===== config.mk =====
export PLATFORM = sky130hd
export DESIGN_NAME = glob_wildcard_matcher_top
export DESIGN_NICKNAME = d
export VERILOG_FILES = /design/src/hdl/gwm_pkg.sv /design/src/hdl/gwm_csr.sv /design/src/hdl/gwm_front.sv /design/src/hdl/gwm_back.sv /design/src/hdl/glob_wildcard_matcher_top.sv
export VERILOG_INCLUDE_DIRS = /design/src /design/src/hdl
export SDC_FILE = /design/constraint.sdc
export NUM_CORES = 1
export LEC_CHECK = 0
export ABC_CLOCK_PERIOD_IN_PS = 7000
export BUFFER_PORTS_ARGS = -buffer_cell sky130_fd_sc_hd__buf_2
export CAP_MARGIN = 0
export CORE_ASPECT_RATIO = 1.25
export CORE_MARGIN = 2
export CORE_UTILIZATION = 60
export CTS_BUF_LIST = sky130_fd_sc_hd__clkbuf_16
export CTS_CLUSTER_SIZE = 16
export DETAILED_ROUTE_END_ITERATION = 16
export PLACE_DENSITY = 0.91
export RECOVER_POWER = 50
export SLEW_MARGIN = 20
export SYNTH_ARGS = -nofsm -noshare
export SYNTH_HDL_FRONTEND = slang
export SYNTH_SLANG_ARGS = --single-unit

===== constraint.sdc =====
create_clock -name clock -period 7 [get_ports clock]
set_clock_uncertainty 0.15 [all_clocks]
set_input_delay 1.05 -clock clock [delete_from_list [all_inputs] [get_ports clock]]
set_output_delay 1.05 -clock clock [all_outputs]
set_load 0.05 [all_outputs]

===== src/hdl/assert_macros.svh =====
// Assertion macros shared by the glob matcher modules.
`ifndef ASSERT_MACROS_SVH
`define ASSERT_MACROS_SVH

// Check a property on every rising clock edge outside of reset.
`define GWM_ASSERT(label, prop, msg) \
   label: assert property (@(posedge clock) disable iff (reset) prop) else $error(msg);

// Check that a condition never holds outside of reset.
`define GWM_NEVER(label, cond, msg) \
   `GWM_ASSERT(label, !(cond), msg)

`endif


===== src/hdl/gwm_pkg.sv =====
// Shared types, constants and helpers of the glob wildcard matcher.
package gwm_pkg;

   localparam int PAT_SLOTS = 16;
   localparam int LEN_W     = 5;
   localparam int CSR_AW    = 5;
   localparam int CSR_DW    = 64;

   localparam logic [7:0] STAR_CODE  = 8'h2A;
   localparam logic [7:0] QMARK_CODE = 8'h3F;
   localparam logic [7:0] UPPER_A    = 8'h41;
   localparam logic [7:0] UPPER_Z    = 8'h5A;
   localparam logic [7:0] CASE_DELTA = 8'h20;

   typedef enum logic [1:0] {
      CSR_PAT_LOW  = 2'd0,
      CSR_PAT_HIGH = 2'd1,
      CSR_PAT_LEN  = 2'd2,
      CSR_CASE     = 2'd3
   } csr_reg_type;

   typedef struct packed {
      logic [7:0] name_byte;
      logic       name_last;
   } q_item_type;

   typedef struct packed {
      logic [PAT_SLOTS-1:0][7:0] bytes;
      logic [PAT_SLOTS-1:0]      star;
      logic [PAT_SLOTS-1:0]      qmark;
      logic [LEN_W-1:0]          len;
      logic                      has_wild;
      logic                      fold_en;
      logic                      restart;
   } pat_info_type;

   function automatic logic [7:0] fold_byte(input logic [7:0] c, input logic fold_en);
      logic [7:0] r;
      r = c;
      if (fold_en && c >= UPPER_A && c <= UPPER_Z) begin
         r = c + CASE_DELTA;
      end
      return r;
   endfunction

endpackage


===== src/hdl/gwm_csr.sv =====
// Configuration registers and decoded pattern information.
module gwm_csr
   import gwm_pkg::*;
#(
   parameter int PATTERN_MAX = 16
) (
   input  logic              clock,
   input  logic              reset,
   input  logic              csr_psel,
   input  logic              csr_penable,
   input  logic              csr_pwrite,
   input  logic [CSR_AW-1:0] csr_paddr,
   input  logic [CSR_DW-1:0] csr_pwdata,
   output logic [CSR_DW-1:0] csr_prdata,
   output logic              csr_pready,
   output pat_info_type      info
);
`include "assert_macros.svh"

   localparam logic [LEN_W-1:0] PatLen = LEN_W'(PATTERN_MAX);

   logic [63:0]      pat_low_ff, pat_low_in;
   logic [63:0]      pat_high_ff, pat_high_in;
   logic [LEN_W-1:0] len_ff, len_in;
   logic             case_ff, case_in;
   logic             wr_en;
   csr_reg_type      reg_sel;
   logic [LEN_W-1:0] used_len;
   logic [7:0]       folded;
   logic             any_wild;
   logic             len_oversize;

   assign csr_pready = 1'b1;
   assign wr_en      = csr_psel & csr_penable & csr_pwrite & csr_pready;
   assign reg_sel    = csr_reg_type'(csr_paddr[4:3]);

   always_comb begin
      pat_low_in  = pat_low_ff;
      pat_high_in = pat_high_ff;
      len_in      = len_ff;
      case_in     = case_ff;
      if (wr_en) begin
         unique case (reg_sel)
            CSR_PAT_LOW:  pat_low_in  = csr_pwdata[63:0];
            CSR_PAT_HIGH: pat_high_in = csr_pwdata[63:0];
            CSR_PAT_LEN:  len_in      = csr_pwdata[LEN_W-1:0];
            CSR_CASE:     case_in     = csr_pwdata[0];
            default:      len_in      = len_ff;
         endcase
      end
   end

   always_ff @(posedge clock) begin
      if (reset) begin
         pat_low_ff  <= '0;
         pat_high_ff <= '0;
         len_ff      <= '0;
         case_ff     <= 1'b0;
      end else begin
         pat_low_ff  <= pat_low_in;
         pat_high_ff <= pat_high_in;
         len_ff      <= len_in;
         case_ff     <= case_in;
      end
   end

   always_comb begin
      unique case (reg_sel)
         CSR_PAT_LOW:  csr_prdata = pat_low_ff;
         CSR_PAT_HIGH: csr_prdata = pat_high_ff;
         CSR_PAT_LEN:  csr_prdata = {{(CSR_DW-LEN_W){1'b0}}, len_ff};
         CSR_CASE:     csr_prdata = {{(CSR_DW-1){1'b0}}, case_ff};
         default:      csr_prdata = '0;
      endcase
   end

   // Clamp an oversized length to the supported pattern size.
   assign used_len = (len_ff > PatLen) ? PatLen : len_ff;

   always_comb begin
      any_wild = 1'b0;
      folded   = '0;
      for (int j = 0; j < PAT_SLOTS; j++) begin
         if (j < 8) begin
            folded = fold_byte(pat_low_ff[8*(j%8) +: 8], ~case_ff);
         end else begin
            folded = fold_byte(pat_high_ff[8*(j%8) +: 8], ~case_ff);
         end
         info.bytes[j] = folded;
         info.star[j]  = (folded == STAR_CODE);
         info.qmark[j] = (folded == QMARK_CODE);
         if (LEN_W'(j) < used_len && (folded == STAR_CODE || folded == QMARK_CODE)) begin
            any_wild = 1'b1;
         end
      end
      info.len      = used_len;
      info.has_wild = any_wild;
      info.fold_en  = ~case_ff;
      info.restart  = wr_en;
   end

   assign len_oversize = wr_en && reg_sel == CSR_PAT_LEN && (csr_pwdata[LEN_W-1:0] > PatLen);

   `GWM_ASSERT(a_len_clamp, len_oversize |=> (info.len == PatLen), "length not clamped")

endmodule


===== src/hdl/gwm_front.sv =====
// Front end: accepts name bytes, folds case and queues them for the matcher.
module gwm_front
   import gwm_pkg::*;
(
   input  logic         clock,
   input  logic         reset,
   input  logic         req_tvalid,
   output logic         req_tready,
   input  logic [7:0]   req_tdata,
   input  logic         req_tlast,
   input  logic         fold_en,
   output logic         q_valid,
   output q_item_type   q_head,
   input  logic         q_pop
);
`include "assert_macros.svh"

   q_item_type slot_ff [2];
   logic [1:0] count_ff, count_in;
   logic       wr_ptr_ff, wr_ptr_in;
   logic       rd_ptr_ff, rd_ptr_in;
   logic       push;
   q_item_type incoming;

   assign req_tready = (count_ff != 2'd2);
   assign push       = req_tvalid & req_tready;
   assign q_valid    = (count_ff != 2'd0);
   assign q_head     = slot_ff[rd_ptr_ff];

   always_comb begin
      incoming.name_byte = fold_byte(req_tdata, fold_en);
      incoming.name_last = req_tlast;
      wr_ptr_in = push ? ~wr_ptr_ff : wr_ptr_ff;
      rd_ptr_in = q_pop ? ~rd_ptr_ff : rd_ptr_ff;
      count_in  = count_ff;
      if (push && !q_pop) begin
         count_in = count_ff + 2'd1;
      end else if (q_pop && !push) begin
         count_in = count_ff - 2'd1;
      end
   end

   always_ff @(posedge clock) begin
      if (push) begin
         slot_ff[wr_ptr_ff] <= incoming;
      end
   end

   always_ff @(posedge clock) begin
      if (reset) begin
         count_ff  <= '0;
         wr_ptr_ff <= 1'b0;
         rd_ptr_ff <= 1'b0;
      end else begin
         count_ff  <= count_in;
         wr_ptr_ff <= wr_ptr_in;
         rd_ptr_ff <= rd_ptr_in;
      end
   end

   `GWM_NEVER(a_no_overfill, count_ff == 2'd3, "queue count beyond depth")
   `GWM_NEVER(a_no_empty_pop, q_pop && count_ff == 2'd0, "pop from empty queue")

endmodule


===== src/hdl/gwm_back.sv =====
// Back end: advances the active position set and registers the match result.
module gwm_back
   import gwm_pkg::*;
#(
   parameter int PATTERN_MAX = 16
) (
   input  logic         clock,
   input  logic         reset,
   input  pat_info_type info,
   input  logic         q_valid,
   input  q_item_type   q_head,
   output logic         q_pop,
   output logic         rsp_tvalid,
   input  logic         rsp_tready,
   output logic         matched
);
`include "assert_macros.svh"

   localparam int SetW = PATTERN_MAX + 1;

   logic [SetW-1:0]        set_ff, set_in;
   logic                   start_ff, start_in;
   logic                   rsp_valid_ff, rsp_valid_in;
   logic                   matched_ff, matched_in;
   logic [PATTERN_MAX-1:0] len_mask;
   logic [PATTERN_MAX-1:0] star;
   logic [PATTERN_MAX-1:0] step_ok;
   logic [SetW-1:0]        end_mask;
   logic [SetW-1:0]        start_set;
   logic [SetW-1:0]        old_set;
   logic [SetW-1:0]        raw_next;
   logic [SetW-1:0]        next_set;
   logic                   hit;
   logic                   pop_last;

   // Spread set bits upward through runs of '*': the carries of star + (set & star)
   // are exactly the positions reached through a star.
   function automatic logic [SetW-1:0] close_run(input logic [SetW-1:0] s,
                                                 input logic [PATTERN_MAX-1:0] t);
      logic [SetW-1:0] a;
      logic [SetW-1:0] b;
      logic [SetW-1:0] sum;
      a   = {1'b0, t};
      b   = {1'b0, s[PATTERN_MAX-1:0] & t};
      sum = a + b;
      return s | (sum ^ a ^ b);
   endfunction

   always_comb begin
      for (int j = 0; j < PATTERN_MAX; j++) begin
         len_mask[j] = (LEN_W'(j) < info.len);
         step_ok[j]  = info.qmark[j] | (info.bytes[j] == q_head.name_byte);
      end
      for (int k = 0; k < SetW; k++) begin
         end_mask[k] = (LEN_W'(k) == info.len);
      end
   end

   assign star      = info.star[PATTERN_MAX-1:0] & len_mask;
   assign start_set = close_run(SetW'(1), star);
   assign old_set   = start_ff ? start_set : set_ff;

   always_comb begin
      raw_next = {old_set[PATTERN_MAX-1:0] & ~star & step_ok & len_mask, 1'b0}
               | {1'b0, old_set[PATTERN_MAX-1:0] & star};
      // Without wildcards the pattern floats: implicit leading and trailing star.
      if (!info.has_wild) begin
         raw_next = raw_next | (old_set & end_mask) | SetW'(1);
      end
      next_set = close_run(raw_next, star);
      hit      = (info.len == '0) ? 1'b1 : |(next_set & end_mask);
   end

   assign q_pop    = q_valid & (~rsp_valid_ff | rsp_tready);
   assign pop_last = q_pop & q_head.name_last;

   always_comb begin
      set_in       = set_ff;
      start_in     = start_ff;
      rsp_valid_in = rsp_valid_ff & ~rsp_tready;
      matched_in   = matched_ff;
      if (info.restart) begin
         start_in = 1'b1;
      end else if (q_pop) begin
         if (q_head.name_last) begin
            start_in     = 1'b1;
            rsp_valid_in = 1'b1;
            matched_in   = hit;
         end else begin
            start_in = 1'b0;
            set_in   = next_set;
         end
      end
   end

   always_ff @(posedge clock) begin
      set_ff     <= set_in;
      matched_ff <= matched_in;
   end

   always_ff @(posedge clock) begin
      if (reset) begin
         start_ff     <= 1'b1;
         rsp_valid_ff <= 1'b0;
      end else begin
         start_ff     <= start_in;
         rsp_valid_ff <= rsp_valid_in;
      end
   end

   assign rsp_tvalid = rsp_valid_ff;
   assign matched    = matched_ff;

   `GWM_ASSERT(a_rsp_from_last, $rose(rsp_valid_ff) |-> $past(pop_last), "result without last byte")
   `GWM_ASSERT(a_restart_after_last, pop_last |=> start_ff, "set not back to start after a name")

endmodule


===== src/hdl/glob_wildcard_matcher_top.sv =====
// A name's result is registered in the back end once its last byte is popped from the queue.
// Throughput: one name byte per cycle while the queue is not full; the back end updates
// the position set with one add-based star closure per byte, and a two-entry queue decouples it.
// A result held by rsp_tready stalls the back end; the queue then fills up to its two entries.
// Reset (synchronous, active high) clears the pattern registers to zero, empties
// the queue and returns the position set to the start set of the empty pattern.
module glob_wildcard_matcher_top
   import gwm_pkg::*;
#(
   parameter int PATTERN_MAX = 16
) (
   input  logic              clock,
   input  logic              reset,
   input  logic              req_tvalid,
   output logic              req_tready,
   input  logic [7:0]        req_tdata,    // [7:0] name_byte
   input  logic              req_tlast,    // name_last
   output logic              rsp_tvalid,
   input  logic              rsp_tready,
   output logic [7:0]        rsp_tdata,    // [0] matched, [7:1] zero
   input  logic              csr_psel,
   input  logic              csr_penable,
   input  logic              csr_pwrite,
   input  logic [CSR_AW-1:0] csr_paddr,
   input  logic [CSR_DW-1:0] csr_pwdata,
   output logic [CSR_DW-1:0] csr_prdata,
   output logic              csr_pready
);

   pat_info_type info;
   q_item_type   q_head;
   logic         q_valid;
   logic         q_pop;
   logic         matched;

   gwm_csr #(
      .PATTERN_MAX (PATTERN_MAX)
   ) u_csr (
      .clock       (clock),
      .reset       (reset),
      .csr_psel    (csr_psel),
      .csr_penable (csr_penable),
      .csr_pwrite  (csr_pwrite),
      .csr_paddr   (csr_paddr),
      .csr_pwdata  (csr_pwdata),
      .csr_prdata  (csr_prdata),
      .csr_pready  (csr_pready),
      .info        (info)
   );

   gwm_front u_front (
      .clock      (clock),
      .reset      (reset),
      .req_tvalid (req_tvalid),
      .req_tready (req_tready),
      .req_tdata  (req_tdata),
      .req_tlast  (req_tlast),
      .fold_en    (info.fold_en),
      .q_valid    (q_valid),
      .q_head     (q_head),
      .q_pop      (q_pop)
   );

   gwm_back #(
      .PATTERN_MAX (PATTERN_MAX)
   ) u_back (
      .clock      (clock),
      .reset      (reset),
      .info       (info),
      .q_valid    (q_valid),
      .q_head     (q_head),
      .q_pop      (q_pop),
      .rsp_tvalid (rsp_tvalid),
      .rsp_tready (rsp_tready),
      .matched    (matched)
   );

   assign rsp_tdata = {7'b0, matched};

endmodule

==> summary.txt <==
Status
  – Status: finished, violations left
  – Failing checks: max-capacitance violations, max-slew violations

Final layout
  – Final net count: ~2,000
  – Synthesis-to-finish area growth: 10.1%
  – Number of inserted filler cells in the final layout: 1,811
  – Fraction of final layout cells sized beyond drive strength 1: 13.2%
  – Most frequent standard cell in the layout excluding fill and tap cells: sky130_fd_sc_hd__nand2_1
  – Number of inserted diodes: 0
  – Commonest cells after routing, fill and taps aside: sky130_fd_sc_hd__nand2_1 (344), sky130_fd_sc_hd__a21oi_1 (184), sky130_fd_sc_hd__nor2_1 (148)

Synthesis
  – Synthesis warning total: 0
  – Most instantiated flip-flop cell in the synthesis netlist: sky130_fd_sc_hd__dfxtp_1
  – Portion of the post-synthesis area used by sequential elements: between 20% and 30%
  – Combined area of all synthesized cells: 13,600 um2
  – Cells after Synth: about 1,800
  – Count of flip-flops with a built-in enable after synthesis: 36
  – Fraction of synthesis flops using an asynchronous set or reset pin: 0%
  – Netlist cell types: 95
  – Synthesized flop and latch total: between 150 and 200
  – Average instance area after synthesis: between 7 and 8 um2

Timing
  – Final cycle utilization of the critical path: 94.0%
  – Final min period: between 6 and 7 ns
  – Endpoints failing hold: 0
  – Max Transition Viols Final: about 160
  – Slew margin rel.: -123%
  – Maximum clock frequency: 152 MHz
  – RSZ-0062 raised after global routing: no
  – Setup-violating endpoint count in the final report: 0
  – Worst hold margin: around 0.36 ns
  – Final setup TNS: 0 ns
  – Worst slew pin tran: 3.35 ns

Critical path
  – Largest stage delay, worst path: ~0.64 ns
  – Worst Setup End Kind: flip-flop
  – Biggest fanout along the worst timing path: 9
  – Worst reg2reg path depth: 22
  – Most used cell, CP: sky130_fd_sc_hd__ha_1
  – Critical Path, Cell by Cell: ha_1 > nor4_1 > o211ai_1 > a21o_1 > or4_4 > inv_1 > ha_1 > or4_1 > a211o_1 > mux2_2 > nand2_1 > a211oi_1 > and2_1 > ha_1 > a31oi_1 > o211ai_1 > nand4_1 > nand3b_1 > a211oi_1 > o32ai_1 > nor4b_2 > o2111ai_1
  – Worst path slowest cell: sky130_fd_sc_hd__or4_4
  – Startpoint of the worst-slack reg-to-reg timing path: u_csr.pat_low_ff[13]
  – Startpoint kind of the worst setup timing path: flip-flop
  – Setup crit end: u_back.matched
  – Launch point of the critical path: u_csr.pat_low_ff[13]
  – CP Class: flip-flop to flip-flop
  – Minimum setup slack among reg-to-reg paths: about 0.42 ns
  – Arrival time reported for the critical path endpoint: 6.61 ns
  – Worst Path Required: 7.03 ns
  – Endpoint of the worst-slack reg-to-reg timing path: u_back.matched

GRT
  – Number of global-route vias before repair: between 10,000 and 15,000
  – Met1 usage: 50.1%
  – Overall fraction of global-route tracks in use: approximately two fifths
  – Fraction of met3 tracks used by global routing: 7.45%
  – Busiest layer in global routing: met2
  – Maximum number of pins on one net before global-route repair: between 80 and 90
  – Antenna violations before repair: 0
  – Global Route met2 Usage: a little under two thirds
  – Grt ovf: 0
  – Global-route wire length before repair: 73,800 um

Power
  – Overall power of the completed layout: 3100 uW
  – Internal power consumption: between 1500 and 2000 uW
  – Fraction of power consumed by the clock network: between 30% and 40%
  – Leakage Power: ~0.0057 uW
  – Peak supply drop: between 0.3 and 0.4 mV
  – Relative contribution of sequential cells to total power: a little under two fifths
  – Net switching fraction of the power: a little under two fifths
  – Net load switching power: approximately 1100 uW
  – Power share of the combinational group: 29.4%
  – Pwr/cell area: approximately 210 nW/um2

Clock tree
  – Skew-Pair Late Insertion Delay: 0.46 ns
  – Post-CTS repair timing setup buffer count: 0
  – Clk sink count: ~180
  – Clock tree from TritonCTS: built
  – Clock Root Buffer: sky130_fd_sc_hd__clkbuf_16
  – Deepest level of the CTS H-tree: 4
  – Number of buffers added by the clock tree synthesis step: 17
  – Resize count post-CTS: 0
  – CTS Hold Buffers Added: 0
  – CTS max path bufs: 2
  – Clock Pin Slew Worst Setup and Hold Paths: around 0.080 ns

Floorplanning
  – Top-Level Pins: 160
  – Core region area: 22,300 um2
  – Cell Rows: between 60 and 70
  – Die height: around 170 um
  – Initial Util: approximately 60%
  – Overall die width: about 140 um
  – Die Footprint: around 24,000 um2

Routing
  – Final Routed Wirelength: 47,100 um
  – Vias: between 10,000 and 15,000
  – Number of nets with antenna violations after detailed routing: 0
  – Wire per inst: roughly 22 um
  – DR DRC count: 0
  – Vias/cell: between 6 and 7
  – Number of DRC markers after the initial detailed-route iteration: 1,534
  – Number of detailed-route iterations in the first pass: 5

Placement
  – Number of buffers inserted by port buffering: 148
  – Detailed placer's ending HPWL: about 34,000 um
  – Placer's final routability congestion estimate: around 1.0

Hold path
  – Hold/Removal Path Class: flip-flop to flip-flop

Run
  – Max-cap viol count: 3
## how the worst min path moves through the flow
stage	from	depth (start not counted)	to	slack [ns]
after floorplan	u_csr.pat_high_ff[7]	2	u_csr.pat_high_ff[7]	0.31
after global placement	u_csr.pat_high_ff[23]	2	u_csr.pat_high_ff[23]	0.33
after detailed placement	u_front.rd_ptr_ff	2	flip-flop	0.34
after CTS	u_front.rd_ptr_ff	2	flip-flop	0.36
after global routing	u_csr.pat_high_ff[23]	2	u_csr.pat_high_ff[23]	0.39
final	u_csr.pat_high_ff[23]	2	u_csr.pat_high_ff[23]	0.36
## routing by layer
| metal | up-vias | part of all wire, % |
|---|---|---|
| met3 | 171 | 10 |
| met4 | 0 | 4.2 |
| met1 | 6955 | 40 |
| met2 | 955 | 46 |
| met5 | - | 0 |
| li1 | 6679 | - |
## critical path, delay by kind of cell (launching register included)
kind	cells	cell delay, ns
fa+ha+maj	3	0.76
flops	1	0.50
mux	1	0.27
compound gates	9	1.87
simple gates	8	2.59
buf+inv	1	0.17
## kinds of logic after synthesis
| kind of cell | after synthesis | share of synthesized area, % |
|---|---|---|
| AO/OA/AOI/OAI | 434 | 21.0 |
| XOR/XNOR | 122 | 7.85 |
| adder cells (fa/ha/maj) | 20 | 1.84 |
| buffers and inverters | 157 | 4.75 |
| flip-flops | 177 | 28.7 |
| multiplexers | 90 | 6.93 |
| other | 2 | 0.0552 |
| AND/OR/NAND/NOR | 818 | 28.9 |
## synthesized netlist by cell type (7+ instances only)
| library cell | count | area, um2 |
|---|---|---|
| sky130_fd_sc_hd__edfxtp_1 | 36 | 1080 |
| sky130_fd_sc_hd__a21oi_1 | 184 | 921 |
| sky130_fd_sc_hd__and2_1 | 9 | 56.3 |
| sky130_fd_sc_hd__o21ai_0 | 41 | 205 |
| sky130_fd_sc_hd__ha_1 | 20 | 250 |
| sky130_fd_sc_hd__o21a_1 | 11 | 82.6 |
| sky130_fd_sc_hd__o2111ai_1 | 9 | 78.8 |
| sky130_fd_sc_hd__nand3_1 | 38 | 190 |
| sky130_fd_sc_hd__inv_1 | 26 | 97.6 |
| sky130_fd_sc_hd__nand2b_1 | 14 | 87.6 |
| sky130_fd_sc_hd__nand2_1 | 345 | 1290 |
| sky130_fd_sc_hd__dfxtp_1 | 141 | 2820 |
| sky130_fd_sc_hd__o21ai_1 | 11 | 55.1 |
| sky130_fd_sc_hd__a211oi_1 | 13 | 97.6 |
| sky130_fd_sc_hd__a31oi_1 | 25 | 156 |
| sky130_fd_sc_hd__o31ai_1 | 11 | 82.6 |
| sky130_fd_sc_hd__and3_1 | 16 | 100 |
| sky130_fd_sc_hd__nand4_1 | 26 | 163 |
| sky130_fd_sc_hd__clkbuf_1 | 98 | 368 |
| sky130_fd_sc_hd__nor4_1 | 29 | 181 |
| sky130_fd_sc_hd__mux2i_1 | 76 | 761 |
| sky130_fd_sc_hd__buf_4 | 9 | 67.6 |
| sky130_fd_sc_hd__xnor2_1 | 80 | 701 |
| sky130_fd_sc_hd__o221ai_1 | 7 | 61.3 |
| sky130_fd_sc_hd__nor3_1 | 71 | 355 |
| sky130_fd_sc_hd__a21o_1 | 20 | 150 |
| sky130_fd_sc_hd__buf_2 | 13 | 65.1 |
| sky130_fd_sc_hd__or2_2 | 12 | 75.1 |
| sky130_fd_sc_hd__nor4b_1 | 7 | 61.3 |
| sky130_fd_sc_hd__or3_1 | 26 | 163 |
| sky130_fd_sc_hd__mux2_2 | 8 | 90.1 |
| sky130_fd_sc_hd__or4_1 | 17 | 128 |
| sky130_fd_sc_hd__xor2_1 | 42 | 368 |
| sky130_fd_sc_hd__buf_1 | 10 | 37.5 |
| sky130_fd_sc_hd__nor2_1 | 148 | 556 |
| sky130_fd_sc_hd__nor2b_1 | 21 | 131 |
| sky130_fd_sc_hd__nand3b_1 | 8 | 60.1 |
| sky130_fd_sc_hd__o211ai_1 | 8 | 60.1 |
## sequential cells by signal, indices dropped and copies added, names as in the netlist, 2 cells and up, named ones only
signal and flops:
u_back.set_ff 17, u_front.slot_ff 18, u_csr.pat_high_ff 64, u_csr.pat_low_ff 64, u_front.count_ff 2, u_csr.len_ff 5
## through the flow
step / setup slack, ns / cells / util (%) / area [um2]
detailed placement: 0.474 / 2151 / 64.6 / 14400
global route: 0.112 / 2183 / 67.2 / 15000
finish: 0.422 / 2183 / 67.2 / 15000
global placement: 0.532 / 2151 / 64.6 / 14400
floorplan: 1.41 / 1826 / - / 13600
CTS: 0.412 / 2183 / 67.3 / 15000
## area by class of cell
class,instances,area [um2],area share [%]
Clock buffer,17,425,2.84
Clock inverter,15,188,1.25
Inverter,26,97.6,0.652
Multi-Input combinational cell,1492,9090,60.7
Sequential cell,177,3900,26.1
Tap cell,283,354,2.36
Timing Repair Buffer,173,915,6.11
## power groups by stage
stage               registers, uW  clock network [uW]  logic (uW)
floorplan                    1170                   0         639
global placement             1190                   0         866
detailed placement           1190                   0         887
CTS                          1170                1010         894
global route                 1180                1050         964
finish                       1170                1010         912
Power figures use the tool's default switching activity.
